===== src/rtl/core/kced_pkg.sv =====
package kced_pkg;

  // counter width of the held, released and repeat tick counters
  localparam int unsigned CntW = 16;
  localparam int unsigned ThrW = 16;
  localparam int unsigned CmpW = (CntW > ThrW) ? CntW : ThrW;

  localparam int unsigned StateW = 3;
  localparam int unsigned EventW = 3;
  localparam int unsigned IdxW   = 3;
  localparam int unsigned DataW  = 16;

  // key state codes
  localparam logic [StateW-1:0] StReleased = 3'd0;
  localparam logic [StateW-1:0] StDebounce = 3'd1;
  localparam logic [StateW-1:0] StPressed  = 3'd2;
  localparam logic [StateW-1:0] StLong     = 3'd3;
  localparam logic [StateW-1:0] StWait     = 3'd4;

  // event codes
  localparam logic [EventW-1:0] EvNone   = 3'd0;
  localparam logic [EventW-1:0] EvPress  = 3'd1;
  localparam logic [EventW-1:0] EvShort  = 3'd2;
  localparam logic [EventW-1:0] EvDouble = 3'd3;
  localparam logic [EventW-1:0] EvLong   = 3'd4;
  localparam logic [EventW-1:0] EvRepeat = 3'd5;

  // register indexes
  localparam logic [IdxW-1:0] RegPressLevel  = 3'd0;
  localparam logic [IdxW-1:0] RegDebounce    = 3'd1;
  localparam logic [IdxW-1:0] RegLongPress   = 3'd2;
  localparam logic [IdxW-1:0] RegDoubleClick = 3'd3;
  localparam logic [IdxW-1:0] RegRepeat      = 3'd4;

  typedef struct packed {
    logic            press_level;
    logic [ThrW-1:0] debounce_ticks;
    logic [ThrW-1:0] long_press_ticks;
    logic [ThrW-1:0] double_click_ticks;
    logic [ThrW-1:0] repeat_ticks;
  } kced_cfg_t;

  typedef struct packed {
    logic [EventW-1:0] event_res;
    logic              is_pressed;
    logic              is_long_pressed;
  } kced_res_t;

  function automatic logic [CntW-1:0] sat_inc(logic [CntW-1:0] v);
    return (v == {CntW{1'b1}}) ? v : v + 1'b1;
  endfunction

  function automatic logic ge_thr(logic [CntW-1:0] c, logic [ThrW-1:0] t);
    return CmpW'(c) >= CmpW'(t);
  endfunction

endpackage


===== src/rtl/core/kced_cfg.sv =====
module kced_cfg
  import kced_pkg::*;
(
  input  logic             clk_i,
  input  logic             rst_ni,
  input  logic             cfg_valid_i,
  output logic             cfg_ready_o,
  input  logic [IdxW-1:0]  cfg_index_i,
  input  logic [DataW-1:0] cfg_data_i,
  output kced_cfg_t        cfg_o
);

  kced_cfg_t cfg_q, cfg_d;

  assign cfg_ready_o = 1'b1;

  always_comb begin
    cfg_d = cfg_q;
    if (cfg_valid_i) begin
      case (cfg_index_i)
        RegPressLevel:  cfg_d.press_level        = cfg_data_i[0];
        RegDebounce:    cfg_d.debounce_ticks     = ThrW'(cfg_data_i);
        RegLongPress:   cfg_d.long_press_ticks   = ThrW'(cfg_data_i);
        RegDoubleClick: cfg_d.double_click_ticks = ThrW'(cfg_data_i);
        RegRepeat:      cfg_d.repeat_ticks       = ThrW'(cfg_data_i);
        default:        cfg_d = cfg_q;
      endcase
    end
  end

  always_ff @(posedge clk_i or negedge rst_ni) begin
    if (!rst_ni) begin
      cfg_q.press_level        <= 1'b0;
      cfg_q.debounce_ticks     <= ThrW'(1);
      cfg_q.long_press_ticks   <= ThrW'(50);
      cfg_q.double_click_ticks <= ThrW'(15);
      cfg_q.repeat_ticks       <= '0;
    end else begin
      cfg_q <= cfg_d;
    end
  end

  assign cfg_o = cfg_q;

endmodule


===== src/rtl/core/kced_fsm.sv =====
module kced_fsm
  import kced_pkg::*;
(
  input  logic      clk_i,
  input  logic      rst_ni,
  input  logic      step_i,
  input  logic      pin_level_i,
  input  kced_cfg_t cfg_i,
  output kced_res_t res_o
);

  logic [StateW-1:0] state_q, state_d;
  logic [CntW-1:0]   held_q, held_d;
  logic [CntW-1:0]   rel_q, rel_d;
  logic [CntW-1:0]   rpt_q, rpt_d;
  logic [1:0]        clicks_q, clicks_d;
  logic              long_fired_q, long_fired_d;
  logic [EventW-1:0] ev;
  logic              held;
  logic [CntW-1:0]   held_inc, rel_inc, rpt_inc;

  assign held     = (pin_level_i == cfg_i.press_level);
  assign held_inc = sat_inc(held_q);
  assign rel_inc  = sat_inc(rel_q);
  assign rpt_inc  = sat_inc(rpt_q);

  always_comb begin
    state_d      = state_q;
    held_d       = held_q;
    rel_d        = rel_q;
    rpt_d        = rpt_q;
    clicks_d     = clicks_q;
    long_fired_d = long_fired_q;
    ev           = EvNone;
    case (state_q)
      StDebounce: begin
        if (held) begin
          held_d = held_inc;
          if (ge_thr(held_inc, cfg_i.debounce_ticks)) begin
            state_d = StPressed;
            ev      = EvPress;
            if (clicks_q != 2'd3) clicks_d = clicks_q + 2'd1;
            held_d  = '0;
          end
        end else begin
          state_d = StReleased;
        end
      end
      StPressed: begin
        if (!held) begin
          state_d = StDebounce;
          rel_d   = '0;
          if (!ge_thr(held_q, cfg_i.long_press_ticks)) begin
            if (clicks_q == 2'd1) begin
              state_d = StWait;
            end else if (clicks_q >= 2'd2) begin
              ev       = EvDouble;
              clicks_d = '0;
              state_d  = StReleased;
            end
          end else begin
            // long hold released before the long event fired
            ev       = EvShort;
            clicks_d = '0;
          end
          held_d       = '0;
          long_fired_d = 1'b0;
        end else begin
          held_d = held_inc;
          if (ge_thr(held_inc, cfg_i.long_press_ticks) && !long_fired_q) begin
            ev           = EvLong;
            long_fired_d = 1'b1;
            state_d      = StLong;
            rpt_d        = '0;
            clicks_d     = '0;
          end
        end
      end
      StLong: begin
        if (!held) begin
          state_d      = StDebounce;
          long_fired_d = 1'b0;
          held_d       = '0;
        end else begin
          rpt_d = rpt_inc;
          if ((cfg_i.repeat_ticks != '0) && ge_thr(rpt_inc, cfg_i.repeat_ticks)) begin
            ev    = EvRepeat;
            rpt_d = '0;
          end
        end
      end
      StWait: begin
        if (held) begin
          state_d = StDebounce;
          held_d  = '0;
          rel_d   = '0;
        end else begin
          rel_d = rel_inc;
          if (ge_thr(rel_inc, cfg_i.double_click_ticks)) begin
            if (clicks_q == 2'd1) ev = EvShort;
            state_d  = StReleased;
            clicks_d = '0;
          end
        end
      end
      default: begin
        // released, and unused codes behave the same
        if (held) begin
          state_d      = StDebounce;
          held_d       = '0;
          long_fired_d = 1'b0;
          rpt_d        = '0;
        end else begin
          state_d = StReleased;
        end
        rel_d = '0;
      end
    endcase
  end

  always_ff @(posedge clk_i or negedge rst_ni) begin
    if (!rst_ni) begin
      state_q      <= StReleased;
      held_q       <= '0;
      rel_q        <= '0;
      rpt_q        <= '0;
      clicks_q     <= '0;
      long_fired_q <= 1'b0;
    end else if (step_i) begin
      state_q      <= state_d;
      held_q       <= held_d;
      rel_q        <= rel_d;
      rpt_q        <= rpt_d;
      clicks_q     <= clicks_d;
      long_fired_q <= long_fired_d;
    end
  end

  assign res_o.event_res       = ev;
  assign res_o.is_pressed      = (state_d == StPressed) || (state_d == StLong);
  assign res_o.is_long_pressed = (state_d == StLong);

  a_press_enters_pressed: assert property (@(posedge clk_i) disable iff (!rst_ni)
    step_i && (ev == EvPress) |=> (state_q == StPressed) && (held_q == '0))
    else $error("press event did not enter pressed state");

  a_long_sets_fired: assert property (@(posedge clk_i) disable iff (!rst_ni)
    step_i && (ev == EvLong) |=> (state_q == StLong) && long_fired_q && (clicks_q == '0))
    else $error("long event did not enter long pressed state");

  a_repeat_only_in_long: assert property (@(posedge clk_i) disable iff (!rst_ni)
    step_i && (ev == EvRepeat) |-> (state_q == StLong) && (cfg_i.repeat_ticks != '0))
    else $error("repeat event outside long pressed or while disabled");

  a_released_clears_count: assert property (@(posedge clk_i) disable iff (!rst_ni)
    step_i && (state_q == StReleased) |=> (rel_q == '0))
    else $error("released ticks not cleared in released state");

endmodule


===== src/rtl/core/key_click_event_detector.sv =====
// Button event detector: one raw pin sample is taken per transfer on the input
// channel and exactly one result (event code plus pressed and long-pressed flags)
// comes out for it, in order. A new sample is accepted every clock cycle while the
// output is not stalled; the key state update is one pass of logic between the input
// register and the result register, and a stalled output holds both stages until it
// is drained. Thresholds are tick counts written through the configuration channel,
// which is always ready and should only be written while no sample is in flight.
module key_click_event_detector
  import kced_pkg::*;
(
  input  logic              clk_i,
  input  logic              rst_ni,
  input  logic              cfg_valid_i,
  output logic              cfg_ready_o,
  input  logic [IdxW-1:0]   cfg_index_i,
  input  logic [DataW-1:0]  cfg_data_i,
  input  logic              in_valid_i,
  output logic              in_ready_o,
  input  logic              pin_level_i,
  output logic              out_valid_o,
  input  logic              out_ready_i,
  output logic [EventW-1:0] event_res_o,
  output logic              is_pressed_o,
  output logic              is_long_pressed_o
);

  kced_cfg_t cfg;
  kced_res_t res;
  kced_res_t res_q;
  logic      in_valid_q, in_valid_d;
  logic      pin_q;
  logic      out_valid_q, out_valid_d;
  logic      load_out, advance, in_take;

  kced_cfg u_cfg (
    .clk_i       (clk_i),
    .rst_ni      (rst_ni),
    .cfg_valid_i (cfg_valid_i),
    .cfg_ready_o (cfg_ready_o),
    .cfg_index_i (cfg_index_i),
    .cfg_data_i  (cfg_data_i),
    .cfg_o       (cfg)
  );

  assign load_out   = !out_valid_q || out_ready_i;
  assign advance    = in_valid_q && load_out;
  assign in_ready_o = !in_valid_q || load_out;
  assign in_take    = in_valid_i && in_ready_o;

  always_comb begin
    in_valid_d = in_valid_q;
    if (in_take) begin
      in_valid_d = 1'b1;
    end else if (advance) begin
      in_valid_d = 1'b0;
    end
    out_valid_d = load_out ? advance : out_valid_q;
  end

  kced_fsm u_fsm (
    .clk_i       (clk_i),
    .rst_ni      (rst_ni),
    .step_i      (advance),
    .pin_level_i (pin_q),
    .cfg_i       (cfg),
    .res_o       (res)
  );

  always_ff @(posedge clk_i or negedge rst_ni) begin
    if (!rst_ni) begin
      in_valid_q  <= 1'b0;
      out_valid_q <= 1'b0;
    end else begin
      in_valid_q  <= in_valid_d;
      out_valid_q <= out_valid_d;
    end
  end

  // payload registers
  always_ff @(posedge clk_i) begin
    if (in_take) pin_q <= pin_level_i;
    if (advance) res_q <= res;
  end

  assign out_valid_o       = out_valid_q;
  assign event_res_o       = res_q.event_res;
  assign is_pressed_o      = res_q.is_pressed;
  assign is_long_pressed_o = res_q.is_long_pressed;

endmodule

===== config.mk =====
export PLATFORM = sky130hd
export DESIGN_NAME = key_click_event_detector
export DESIGN_NICKNAME = d
export VERILOG_FILES = /design/src/rtl/core/kced_pkg.sv /design/src/rtl/core/kced_cfg.sv /design/src/rtl/core/kced_fsm.sv /design/src/rtl/core/key_click_event_detector.sv
export SDC_FILE = /design/constraint.sdc
export NUM_CORES = 1
export LEC_CHECK = 0
export BUFFER_PORTS_ARGS = -buffer_cell sky130_fd_sc_hd__buf_4
export CAP_MARGIN = 0
export CORE_ASPECT_RATIO = 2
export CORE_UTILIZATION = 40
export DETAILED_ROUTE_END_ITERATION = 8
export HOLD_SLACK_MARGIN = 0.02
export PLACE_DENSITY = 0.65
export SLEW_MARGIN = 20
export SYNTH_ARGS = -nofsm -noshare
export SYNTH_HDL_FRONTEND = slang
export SYNTH_SLANG_ARGS = --single-unit

===== constraint.sdc =====
create_clock -name clk_i -period 5.4 [get_ports clk_i]
set_input_delay 1.08 -clock clk_i [delete_from_list [all_inputs] [get_ports clk_i]]
set_output_delay 1.08 -clock clk_i [all_outputs]
set_load 0.01 [all_outputs]

# == After elaboration in Yosys (flattened, before gate mapping) ==
# Index checks and enable logic that the tools add are counted.
# classes
addsub,4
magnitude_cmp,6
n_eq_ne,27
muxes,59
bitwise,2
n_reduce_logical,27
# ops
operator,count
$mux W16,13
$pmux W16 S3,3
$ge A16 B16 Y1,5
$mux W3,18
$add A16 B1 Y16 const B,3
$eq A16 B16 Y1 const B,3
$mux W2,12
$pmux W3 S4,2
$eq A3 B2 Y1 const B,6
$reduce_bool A16 Y1,1
$ne A2 B1 Y1 const B,5
$reduce_and A10 Y1,1
$reduce_and A2 Y1,5
$mux W1,9
$ne A2 B2 Y1 const B,4
$reduce_and A4 Y1,2
$eq A3 B1 Y1 const B,2
$eq A3 B3 Y1 const B,2
$pmux W2 S3,1
$reduce_bool A3 Y1,2
$reduce_and A5 Y1,1
$logic_and A1 B1 Y1,4
$ne A4 B1 Y1 const B,1
$ne A4 B2 Y1 const B,1
other kinds (13),19
# word_totals
register_bits,127
input_bits,25
output_inout_bits,8
word_cells,142

# == Longest topological paths before layout ==
# Gate-level depths: netlist (run 1).
# logic_depth
ltp_word,9
depth_mapped,17
depth_no_buf,15

# == Modules after synthesis ==
# Synthesis (run 1) repeated with hierarchy kept, for this count alone.
# hier_totals
hier_cells,881
hier_area_um2,8803.4
# by_module_without_submodules
mod,n_inst,cells_per_inst,area_per_inst_um2,seq_area_each_um2
kced_fsm,1,723,5865.6,1351.3
kced_cfg,1,144,2653.8,1636.6
key_click_event_detector,1,14,284.0,230.2

# == Worst setup path before layout (run 1) ==
# OpenSTA, ideal clock, no wires.
# synth_timing
path_kind,register to register
startpoint,reg u_fsm.held_q[1]
endpoint,reg u_fsm.rpt_q[9]
setup_ps,132
t_arrival_ps,3695
path_slack_ps,1573
stages_incl_launch_ff,17
path_buffers,2
path_cell_list,dfrtp_1 > ha_1 > nand2_1 > or2_1 > or3_1 > clkbuf_1 > nand3_1 > xnor2_1 > ha_1 > nand4_1 > or4_1 > or4_4 > a41oi_2 > o21ai_2 > buf_6 > a32oi_1 > o31ai_1
# synth_via
elab_chain_len,6
# synth_rtl
item,line,text
"start, declared",kced_fsm.sv:13,"logic [CntW-1:0] held_q, held_d;"
"start signal, assigned",kced_fsm.sv:131,held_q <= held_d;
$add A16 B1 Y16 or $eq A16 B16 Y1 (tied branches),kced_pkg.sv:50,return (v == {CntW{1'b1}}) ? v : v + 1'b1;
$mux W16 (*),kced_pkg.sv:50,
$ge A16 B16 Y1 (*),kced_pkg.sv:54,return CmpW'(c) >= CmpW'(t);
$logic_and A1 B1 Y1 (*),kced_fsm.sv:70,"if (ge_thr(held_inc, cfg_i.long_press_ticks) && !long_fired_q) begin"
$ne A2 B1 Y1 (no line) (*),n/a,
$reduce_and A4 Y1 (no line) (*),n/a,
"end signal, assigned",kced_fsm.sv:133,rpt_q <= rpt_d;
"end, declared",kced_fsm.sv:15,"logic [CntW-1:0] rpt_q, rpt_d;"
# Every way passes the cells marked *; elsewhere a longest branch is shown, timed or not.
# A chain may end at the register's enable or synchronous reset.

# == Worst setup path in the final report (run 1) ==
# layout_timing
startpoint,reg u_fsm.held_q[1]
endpoint,reg u_fsm.rpt_q[10]
# Same word-level chain as after synthesis.

==> flow_metrics.py, run 1 <==
metrics = {
    "power_and_ir_drop": {
        "ir_drop_uv": 204.7,
        "power.leakage_nw": 4.405,
        "switching_share_pct": 30.04,
        "combPwrFrac_pct": 21.4,
        "clock_power_share_pct": 41.5,
        "p_int_mw": 2.207,
        "p_per_area_mw_per_mm2": 331.6,
        "p_sw_mw": 0.9475,
        "seqPwrFrac_pct": 37.1,
    },
    "layout": {
        "fillers": 1986,
        "final_layout_size_suffix_gt1_share_pct": 12.09,
        "design_area_mm2": 0.009514,
        "insertedDiodeCount": 0,
        "nNetsFinal": 1067,
        "area_growth_pct": 14.38,
    },
    "sta": {
        "slew_headroom_pct": 31.68,
        "fmax_mhz": 220.1,
        "worst_slack_ns": 0.8559,
        "period_minus_slack_ns": 4.544,
        "setup-tns-final_ns": 0,
        "rsz0062_at_grt": "false",
        "setup_viol": 0,
        "fin_skew_ns": 0.01054,
        "timing.final.crit_share_pct": 84.15,
        "holdWs_ns": 0.4943,
        "tightestPinTransition_ns": 1.025,
        "hold_violations": 0,
        "finalMaxSlewViolations": 0,
    },
    "logic_synthesis": {
        "synth_top_area_share_pct": 34.00,
        "synth-seq-area-share_pct": 38.69,
        "synth_area_leaders": "dfrtp_1 34%, ha_1 13%, nand2_1 4.6%",
        "ys_top_cells_by_count": "113 x dfrtp_1, 103 x nand2_1, 87 x ha_1",
        "ys_ff_latch": 127,
        "synth_async_sr_flop_share_pct": 95.28,
        "synth_area_mm2": 0.008318,
        "yosys_warnings": 0,
        "synth_most_common_cell": "dfrtp_1",
        "synth_cell_types": 66,
        "yosysTopAreaCell": "dfrtp_1",
        "synthFlopType": "dfrtp_1",
        "synthesis.nets": 1039,
        "synthCells": 927,
        "synth_enable_flop_cells": 6,
        "synth_area_per_cell_um2": 8.973,
    },
    "global_route": {
        "overflow": 0,
        "antenna_found_initial": 0,
        "grt_max_degree": 44,
        "first_global_vias": 7004,
        "track_usage_pct": 21.40,
        "grt_pass1_wl_um": 35310,
    },
    "setup_path": {
        "critPathLaunchType": "flop",
        "path_common_cell": "ha_1",
        "worst_setup_path_end_kind": "flop",
        "required_ns": 5.72,
        "critPathSlowestCell": "or3_1",
        "criticalPathCategory": "reg2reg",
        "cp_max_fo": 16,
        "crit_arrival_ns": 4.86,
        "crit_chain": "ha_1 > nand2_1 > or2_1 > or3_1 > nand3_1 > xnor2_1 > ha_1 > nand4_1 > or4_1 > or4_4 > a41oi_2 > o21ai_2 > a31o_1 > a22o_1",
        "critPathTopFamily": "simple AND/OR/NAND/NOR gates",
        "path_buf_inv": 0,
        "slowest_delay_ns": 0.52,
    },
    "route": {
        "via_per_inst": 5.577,
        "drcViolationCount": 0,
        "drt-total-wl_um": 21760,
        "dr.pass1.iters": 5,
        "drtAntennaViolNets": 0,
        "drtIter0Drc": 321,
        "wl_per_cell_um": 17.63,
        "num_vias": 6882,
    },
    "outcome": {
        "outcome": "completed",
    },
    "place": {
        "place.detailed.hpwl_um": 17030,
        "pre_cts_ws_ns": 0.8798,
        "post_dp_cell_area_mm2": 0.008833,
        "place_congestion": 0.9316,
        "port_buffers": 31,
    },
    "clocking": {
        "root_buffer": "clkbuf_16",
        "cts.path.max_buffers": 2,
        "cts_made_buffers": 17,
        "htreeDepth": 4,
        "cts_hold_buf": 0,
        "cts_sinks": 127,
        "cts_tree": "yes",
        "clock_latency_ns": 0.43,
        "postCtsSetupRepairBufs": 0,
        "post_cts_resized": 0,
        "clk_pin_slew_ns": 0.06,
    },
    "floorplan": {
        "die_w_um": 104.0,
        "die_h_um": 205.9,
        "rows": 74,
        "start_util_pct": 40.84,
        "die-area_mm2": 0.02141,
        "core-area_mm2": 0.02037,
        "boundaryPins": 33,
    },
    "hold_path": {
        "hold_class": "reg2reg",
    },
    "job": {
        "cap_viol_max_count": 0,
    },
}
cells by family (layout without fill, tap and decap cells):
family | count (synthesis) | count (layout) | share of synthesized area [%]
simple gates | 303 | 303 | 17.57
flops | 127 | 127 | 38.69
xor+xnor | 36 | 36 | 3.791
compound gates | 240 | 240 | 18.08
fa+ha+maj | 87 | 87 | 13.09
buf+inv | 104 | 145 | 4.859
other cells | 1 | 1 | 0.04508
mux | 29 | 29 | 3.881
state kept, by name, indices dropped and copies added, names as in the netlist:
signal              cells
event_res_o             3
in_valid_q              1
is_long_pressed_o       1
is_pressed_o            1
out_valid_o             1
pin_q                   1
u_cfg.cfg_o            65
u_fsm.clicks_q          2
u_fsm.held_q           16
u_fsm.long_fired_q      1
u_fsm.rel_q            16
u_fsm.rpt_q            16
u_fsm.state_q           3
metrics by stage:
stage | total power [mW] | std cells | utilization, %
final | 3.154 | 1234 | 46.71
after global routing | 3.325 | 1234 | 46.71
after CTS | 3.182 | 1234 | 46.66
after detailed placement | 1.861 | 1202 | 43.37
after global placement | 1.852 | 1202 | 43.37
after floorplan | 1.616 | 927 | -
layer usage:
| layer | up-vias | wire length, µm | part of all wire, % | track usage [%] |
|---|---|---|---|---|
| li1 | 3381 | - | - | - |
| met1 | 3260 | 7983 | 37 | 21.48 |
| met2 | 172 | 11740 | 54 | 39.67 |
| met3 | 69 | 571 | 2.6 | 3.374 |
| met4 | 0 | 1462 | 6.7 | 15.82 |
| met5 | - | 0 | 0 | 0 |
cell type report:
class | count | area (µm²) | share of cell area (%)
clock buffer | 20 | 466.7 | 4.905
inverter | 73 | 274.0 | 2.880
multi-input combinational | 696 | 4718 | 49.59
sequential | 127 | 3218 | 33.82
tap | 266 | 332.8 | 3.498
timing repair buffer | 40 | 300.3 | 3.156
clock inverter | 12 | 203.9 | 2.144
power by group through the flow:
stage          registers (mW)  clock network, mW  logic (mW)
2_1_floorplan            1.16                  0       0.458
3_3_place_gp             1.18                  0       0.669
3_5_place_dp             1.19                  0       0.673
4_1_cts                  1.17               1.33       0.678
5_1_grt                  1.18               1.37       0.770
6_report                 1.17               1.31       0.676
final timing paths:
check                      slack, ns  cells after the start                     endpoint                   startpoint
setup / recovery                0.86                     14  u_fsm.rpt_q[10]$_DFFE_PN0P_  u_fsm.held_q[1]$_DFFE_PN0P_
hold / removal                  0.49                      1      out_valid_o$_DFFE_PN0P_       in_valid_q$_DFFE_PN0P_
setup reg to reg                0.86                     14  u_fsm.rpt_q[10]$_DFFE_PN0P_  u_fsm.held_q[1]$_DFFE_PN0P_
hold reg to reg                 0.49                      1      out_valid_o$_DFFE_PN0P_       in_valid_q$_DFFE_PN0P_
max in group asynchronous       3.74                      2   u_fsm.rel_q[6]$_DFFE_PN0P_                       rst_ni
min in group asynchronous       0.65                      1  u_fsm.rpt_q[14]$_DFFE_PN0P_                       rst_ni
cells in the final DEF, fill, tap and decap left out, types with 13 or more instances in the layout:
| master | instances |
|---|---|
| buf_4 | 40 |
| nand4_1 | 16 |
| o21ai_1 | 36 |
| xnor2_1 | 24 |
| mux2_2 | 24 |
| nor2_1 | 58 |
| a21oi_1 | 50 |
| a21o_1 | 16 |
| ha_1 | 87 |
| o31ai_1 | 13 |
| clkbuf_16 | 17 |
| nor3_1 | 17 |
| dfrtp_1 | 113 |
| o21ai_0 | 50 |
| inv_1 | 72 |
| nand3_1 | 35 |
| a22o_1 | 17 |
| nand2_1 | 103 |
Note: power is estimated with default switching activity, not from simulation.
==> inputs of run 2 (changes only) <==
- ABC_AREA: default -> 1
- PLACE_DENSITY: 0.65 -> 0.67
- clock period: 5.4 -> 3.7 ns (I/O delays scaled with it)
==> run 2 against run 1 <==
Effect of this change:
- synthesized cell count increased by 18%
- design area rose by 1.6%
- non-clock buffer count grew 13
- critical path depth is 5 higher
- global-route usage up 0.73 points
- largest cell class unchanged
==> flow_metrics.py, run 2 <==
metrics = {
    "outcome": {
        "outcome": "completed",
    },
    "global_route": {
        "overflow": 0,
        "grt_max_degree": 93,
        "antenna_found_initial": 0,
        "track_usage_pct": 22.13,
        "first_global_vias": 7575,
        "grt_pass1_wl_um": 36250,
    },
    "power_and_ir_drop": {
        "p_int_mw": 3.031,
        "p_sw_mw": 1.534,
        "p_per_area_mw_per_mm2": 472.3,
        "ir_drop_uv": 293.1,
        "switching_share_pct": 33.60,
        "combPwrFrac_pct": 23.9,
        "seqPwrFrac_pct": 37.7,
        "power.leakage_nw": 4.987,
        "clock_power_share_pct": 38.4,
    },
    "sta": {
        "hold_violations": 0,
        "setup-tns-final_ns": 0,
        "timing.final.crit_share_pct": 93.77,
        "slew_headroom_pct": 35.31,
        "setup_viol": 0,
        "period_minus_slack_ns": 3.469,
        "finalMaxSlewViolations": 0,
        "fmax_mhz": 288.2,
        "tightestPinTransition_ns": 0.9676,
        "fin_skew_ns": 0.008025,
    },
    "logic_synthesis": {
        "synth_most_common_cell": "nand2_1",
        "ys_ff_latch": 127,
        "ys_top_cells_by_count": "255 x nand2_1, 196 x inv_1, 113 x dfrtp_1",
        "yosysTopAreaCell": "dfrtp_1",
        "synth_area_mm2": 0.008315,
        "synth_area_per_cell_um2": 7.622,
        "synth_area_leaders": "dfrtp_1 34%, ha_1 13%, nand2_1 12%",
        "synth_enable_flop_cells": 6,
        "synthCells": 1091,
        "synthFlopType": "dfrtp_1",
        "synthesis.nets": 1203,
        "synth-seq-area-share_pct": 38.70,
        "synth_cell_types": 43,
        "yosys_warnings": 0,
        "synth_top_area_share_pct": 34.01,
        "synth_async_sr_flop_share_pct": 95.28,
    },
    "layout": {
        "layout_common_cells": "251 x nand2_1, 196 x inv_1, 113 x dfrtp_1",
        "insertedDiodeCount": 0,
        "final_layout_size_suffix_gt1_share_pct": 11.17,
        "ff_latch_area_mm2": 0.003218,
        "layout.cells.non_filler": 1421,
        "nNetsFinal": 1254,
        "largest_register_ffs": 65,
        "fillers": 2061,
        "multiInputGateArea_mm2": 0.004332,
        "final_common_cell": "nand2_1",
        "area_growth_pct": 16.24,
    },
    "floorplan": {
        "die_w_um": 104.0,
        "die-area_mm2": 0.02140,
        "rows": 74,
        "core-area_mm2": 0.02037,
        "boundaryPins": 33,
        "start_util_pct": 40.82,
        "die_h_um": 205.9,
    },
    "clocking": {
        "cts_tree": "yes",
        "cts_sinks": 127,
        "clk_pin_slew_ns": 0.06,
        "htreeDepth": 4,
        "cts_made_buffers": 17,
        "root_buffer": "clkbuf_16",
        "clock_latency_ns": 0.43,
        "cts.path.max_buffers": 2,
    },
    "route": {
        "drtAntennaViolNets": 0,
        "drtIter0Drc": 343,
        "wl_per_cell_um": 15.82,
        "drcViolationCount": 0,
        "num_vias": 7323,
        "via_per_inst": 5.153,
        "drt-total-wl_um": 22480,
        "dr.pass1.iters": 5,
    },
    "setup_path": {
        "slowest_delay_ns": 0.40,
        "path_common_cell": "nand2_2",
        "path_buf_inv": 2,
        "crit_arrival_ns": 3.82,
        "criticalPathCategory": "reg2reg",
        "crit_chain": "ha_2 > nand3_1 > nor2_2 > nand2_2 > nor2_2 > nand2_2 > nor2_4 > inv_1 > nand3_1 > xor2_1 > inv_1 > ha_1 > a21oi_1 > o21ai_0 > a21oi_1 > nand4_1 > nand2_2 > nand3_4 > o21ai_0",
        "crit_cells": 19,
        "required_ns": 4.05,
        "worst_setup_path_end_kind": "flop",
        "critPathTopFamily": "simple AND/OR/NAND/NOR gates",
        "cp_max_fo": 8,
        "critPathSlowestCell": "dfrtp_1",
        "rr_worst_depth": 19,
        "critPathLaunchType": "flop",
    },
    "place": {
        "place.detailed.hpwl_um": 17480,
        "place_congestion": 0.9413,
        "place_inst": 1383,
        "port_buffers": 31,
    },
    "job": {
        "cap_viol_max_count": 0,
    },
    "hold_path": {
        "hold_class": "in2async",
    },
}
[run 2: cell count changes in the layout (fill, tap and decap cells not counted), moves of 12 or more]
cell,previous run,this run
nand2_1,103,251
a22o_1,17,1
nand3_1,35,58
mux2_2,24,0
and3_1,12,0
o22ai_1,4,22
o31ai_1,13,1
xnor2_1,24,4
nand2b_1,12,0
a21o_1,16,1
o21ai_0,50,101
inv_1,72,196
o21ai_1,36,8
[run 2: through the flow]
step	instance area [µm²]	hold slack [ns]	setup WS, ns	utilization, %	power (mW)
CTS	9539	0.2459	0.002359	46.83	4.536
detailed placement	8929	0.4737	0.02699	43.83	2.765
finish	9666	0.2352	0.2306	47.45	4.565
global route	9666	0.2597	-0.04718	47.45	4.830
floorplan	8315	0.4444	0.6552	-	2.405
global placement	8929	0.4674	0.1140	43.83	2.738
[run 2: area by class of cell]
type	instances	area share (%)
inverters	198	7.715
clock buffers	18	4.440
clock inverters	14	1.877
flip-flops and latches	127	33.29
multi-input cells	745	44.82
well taps	266	3.443
repair buffers	53	4.414
[run 2: metal layers]
layer	vias to the layer above	track usage (%)	share of wire, %
met2	148	43.33	56
li1	3650	-	-
met5	-	0	0
met4	0	17.24	7.2
met1	3446	19.66	35
met3	79	3.847	2.5
[run 2: repair_timing]
item,CTS,global route
gates resized for setup,0,26
hold buffers,0,0
buffers inserted,0,5
setup endpoints to repair,0,40
[run 2: cells by family (layout without fill, tap and decap cells)]
family                   Yosys count  after routing  synth area share, %
adder cells (fa/ha/maj)           87             87                13.09
AO/OA/AOI/OAI                    200            200                12.83
XOR/XNOR                          27             27                2.934
flip-flops                       127            127                38.70
other                              1              1              0.04510
buffers and inverters            220            283                10.23
AND/OR/NAND/NOR                  429            430                22.16
[run 2: path summary, 6_finish.rpt]
check	from	end	slack, ns
min in group clk_i	u_cfg.cfg_o[60]$_DFFE_PN0P_	u_cfg.cfg_o[60]$_DFFE_PN0P_	0.48
worst min register to register	u_cfg.cfg_o[60]$_DFFE_PN0P_	u_cfg.cfg_o[60]$_DFFE_PN0P_	0.48
worst max register to register	u_fsm.held_q[1]$_DFFE_PN0P_	u_fsm.held_q[10]$_DFFE_PN0P_	0.23
worst max-delay path	u_fsm.held_q[1]$_DFFE_PN0P_	u_fsm.held_q[10]$_DFFE_PN0P_	0.23
worst min-delay path	rst_ni	u_fsm.rel_q[12]$_DFFE_PN0P_	0.24
max in group asynchronous	rst_ni	u_cfg.cfg_o[33]$_DFFE_PN1P_	2.60
[run 2: power groups by stage]
| stage | combinational (mW) | sequential [mW] | clock (mW) |
|---|---|---|---|
| 6_report | 1.09 | 1.72 | 1.75 |
| 5_1_grt | 1.25 | 1.74 | 1.84 |
| 4_1_cts | 1.03 | 1.72 | 1.78 |
| 3_5_place_dp | 1.02 | 1.74 | 0 |
| 3_3_place_gp | 1.00 | 1.74 | 0 |
| 2_1_floorplan | 0.705 | 1.70 | 0 |
==> inputs of run 3 (changes only) <==
- REMOVE_ABC_BUFFERS: default -> 1
==> run 3 against run 2 <==
Effect of this change:
- non-clock buffer count grew 5
- critical path depth up 5
- first-iteration DRC count grew 34%
- die area did not move
- critical path type unchanged
- worst setup slack lost 0.037 ns
- via count barely moved
- count of clock-buffer cells in the layout is the same
==> flow_metrics.py, run 3 (same netlist as run 2, synthesis figures left out) <==
metrics = {
    "outcome": {
        "outcome": "completed",
    },
    "sta": {
        "hold_violations": 0,
        "finalMaxSlewViolations": 0,
        "worst_slack_ns": 0.1939,
        "slew_headroom_pct": 30.62,
        "timing.final.crit_share_pct": 94.76,
        "tightestPinTransition_ns": 1.038,
        "setup_viol": 0,
        "fmax_mhz": 285.2,
        "setup-tns-final_ns": 0,
        "period_minus_slack_ns": 3.506,
        "rsz0062_at_grt": "true",
        "fin_skew_ns": 0.007927,
    },
    "floorplan": {
        "start_util_pct": 40.82,
        "boundaryPins": 33,
        "die_w_um": 104.0,
        "die-area_mm2": 0.02140,
        "rows": 74,
        "core-area_mm2": 0.02037,
        "die_h_um": 205.9,
    },
    "global_route": {
        "gr-usage-met2_pct": 43.88,
        "grtUsageMet1_pct": 19.76,
        "overflow": 0,
        "use_met3_pct": 3.847,
        "antenna_found_initial": 0,
        "grt_max_degree": 60,
        "grt_pass1_wl_um": 36200,
        "first_global_vias": 7448,
        "track_usage_pct": 22.17,
        "grt_busiest_layer": "met2",
    },
    "setup_path": {
        "criticalPathCategory": "reg2reg",
        "crit_arrival_ns": 3.86,
        "critPathLaunchType": "flop",
        "required_ns": 4.06,
        "worst_setup_path_end_kind": "flop",
        "cp_max_fo": 16,
    },
    "layout": {
        "area_growth_pct": 15.72,
        "layout.cells.non_filler": 1425,
        "fillers": 2021,
        "final_common_cell": "nand2_1",
        "largest_register_ffs": 65,
        "layout_common_cells": "253 x nand2_1, 195 x inv_1, 113 x dfrtp_1",
        "utilization_pct": 47.24,
        "ff_latch_area_mm2": 0.003218,
        "final_layout_size_suffix_gt1_share_pct": 11.04,
        "multiInputGateArea_mm2": 0.004304,
        "nNetsFinal": 1258,
        "insertedDiodeCount": 0,
    },
    "clocking": {
        "cts_hold_buf": 0,
        "cts_tree": "yes",
        "cts.path.max_buffers": 2,
        "cts_made_buffers": 17,
        "cts_sinks": 127,
        "htreeDepth": 4,
        "root_buffer": "clkbuf_16",
        "clk_pin_slew_ns": 0.06,
        "clock_latency_ns": 0.44,
    },
    "route": {
        "drtIter0Drc": 460,
        "drcViolationCount": 0,
        "wl_per_cell_um": 15.81,
        "drtAntennaViolNets": 0,
        "num_vias": 7325,
        "via_per_inst": 5.140,
        "drt-total-wl_um": 22540,
        "dr.pass1.iters": 5,
    },
    "power_and_ir_drop": {
        "power.leakage_nw": 4.992,
        "ir_drop_uv": 382.7,
        "p_per_area_mw_per_mm2": 453.6,
    },
    "hold_path": {
        "hold_class": "in2async",
    },
    "place": {
        "place.detailed.hpwl_um": 17510,
        "pre_cts_ws_ns": -0.04542,
        "place_inst": 1390,
        "port_buffers": 31,
        "place_congestion": 0.9626,
    },
    "job": {
        "cap_viol_max_count": 0,
    },
}
-- run 3: changes by cell type in the layout (fill, tap and decap cells not counted), moves of 2 or more --
cell,before,now
buf_4,50,55
o21ai_0,101,106
nor2_2,8,4
o21ai_1,8,4
bufinv_16,3,0
clkinv_2,0,3
nor2_1,51,54
clkinv_4,2,4
nand2_1,251,253
nand2_2,5,3
-- run 3: power breakdown --
part / total (mW) / internal [mW] / switching (mW) / leakage (nW)
clock: 1.59 / 0.901 / 0.686 / 0.269
combinational: 1.06 / 0.367 / 0.689 / 3.09
sequential: 1.72 / 1.59 / 0.136 / 1.63
total: 4.37 / 2.85 / 1.51 / 4.99
-- run 3: final timing paths --
kind	startpoint	endpoint	slack, ns	cells after the start
worst max-delay path	u_fsm.held_q[1]$_DFFE_PN0P_	u_fsm.rpt_q[0]$_DFFE_PN0P_	0.19	24
worst min register to register	u_cfg.cfg_o[46]$_DFFE_PN0P_	u_cfg.cfg_o[46]$_DFFE_PN0P_	0.48	2
max in group asynchronous	rst_ni	u_cfg.cfg_o[33]$_DFFE_PN1P_	2.52	2
worst min-delay path	rst_ni	u_fsm.rel_q[15]$_DFFE_PN0P_	0.38	1
min in group clk_i	pin_level_i	pin_q$_DFFE_PP_	0.48	1
worst max register to register	u_fsm.held_q[1]$_DFFE_PN0P_	u_fsm.rpt_q[0]$_DFFE_PN0P_	0.19	24
-- run 3: what timing repair did --
item                       4_1_cts  5_1_grt
buffers inserted                 0        3
gates resized for setup          1       15
setup endpoints to repair        3       38
pin swaps                        0        2
gates cloned                     0        0
-- run 3: area by class of cell --
| class | instances | share of cell area [%] |
|---|---|---|
| Inverter | 198 | 7.749 |
| Sequential cell | 127 | 33.44 |
| Clock buffer | 18 | 4.681 |
| Timing Repair Buffer | 58 | 4.824 |
| Multi-Input combinational cell | 744 | 44.73 |
| Clock inverter | 14 | 1.118 |
| Tap cell | 266 | 3.459 |
-- run 3: per-stage QoR --
| stage | total power [mW] | instance area [µm²] | hold slack, ns |
|---|---|---|---|
| detailed placement | 2.774 | 8981 | 0.4744 |
| floorplan | 2.392 | 8210 | 0.4444 |
| finish | 4.365 | 9623 | 0.3840 |
| global route | 4.626 | 9623 | 0.4343 |
| CTS | 4.381 | 9542 | 0.4187 |
| global placement | 2.746 | 8981 | 0.4684 |
-- run 3: worst max-delay path, stage by stage (launching register included) --
cell,delay [ns]
dfrtp_1,0.44
ha_4,0.17
nand3_2,0.10
nor2_4,0.16
nand2_1,0.11
nor2_2,0.10
nand2_2,0.09
nor2_4,0.20
or2_2,0.17
xor2_2,0.16
inv_1,0.09
ha_1,0.27
nand2_1,0.11
nor2_4,0.15
nand2_1,0.07
nand2_1,0.13
nand2_1,0.08
nand3_1,0.10
nand2_2,0.10
nand2_1,0.08
nand2_2,0.09
nor2_4,0.12
buf_12,0.14
nand2_1,0.05
o21ai_0,0.14
-- run 3: layer usage --
metal / vias to the layer above / part of all wire, %
met1: 3436 / 35
met4: 0 / 6.2
met5: - / 0
met2: 146 / 56
met3: 76 / 2.6
li1: 3667 / -
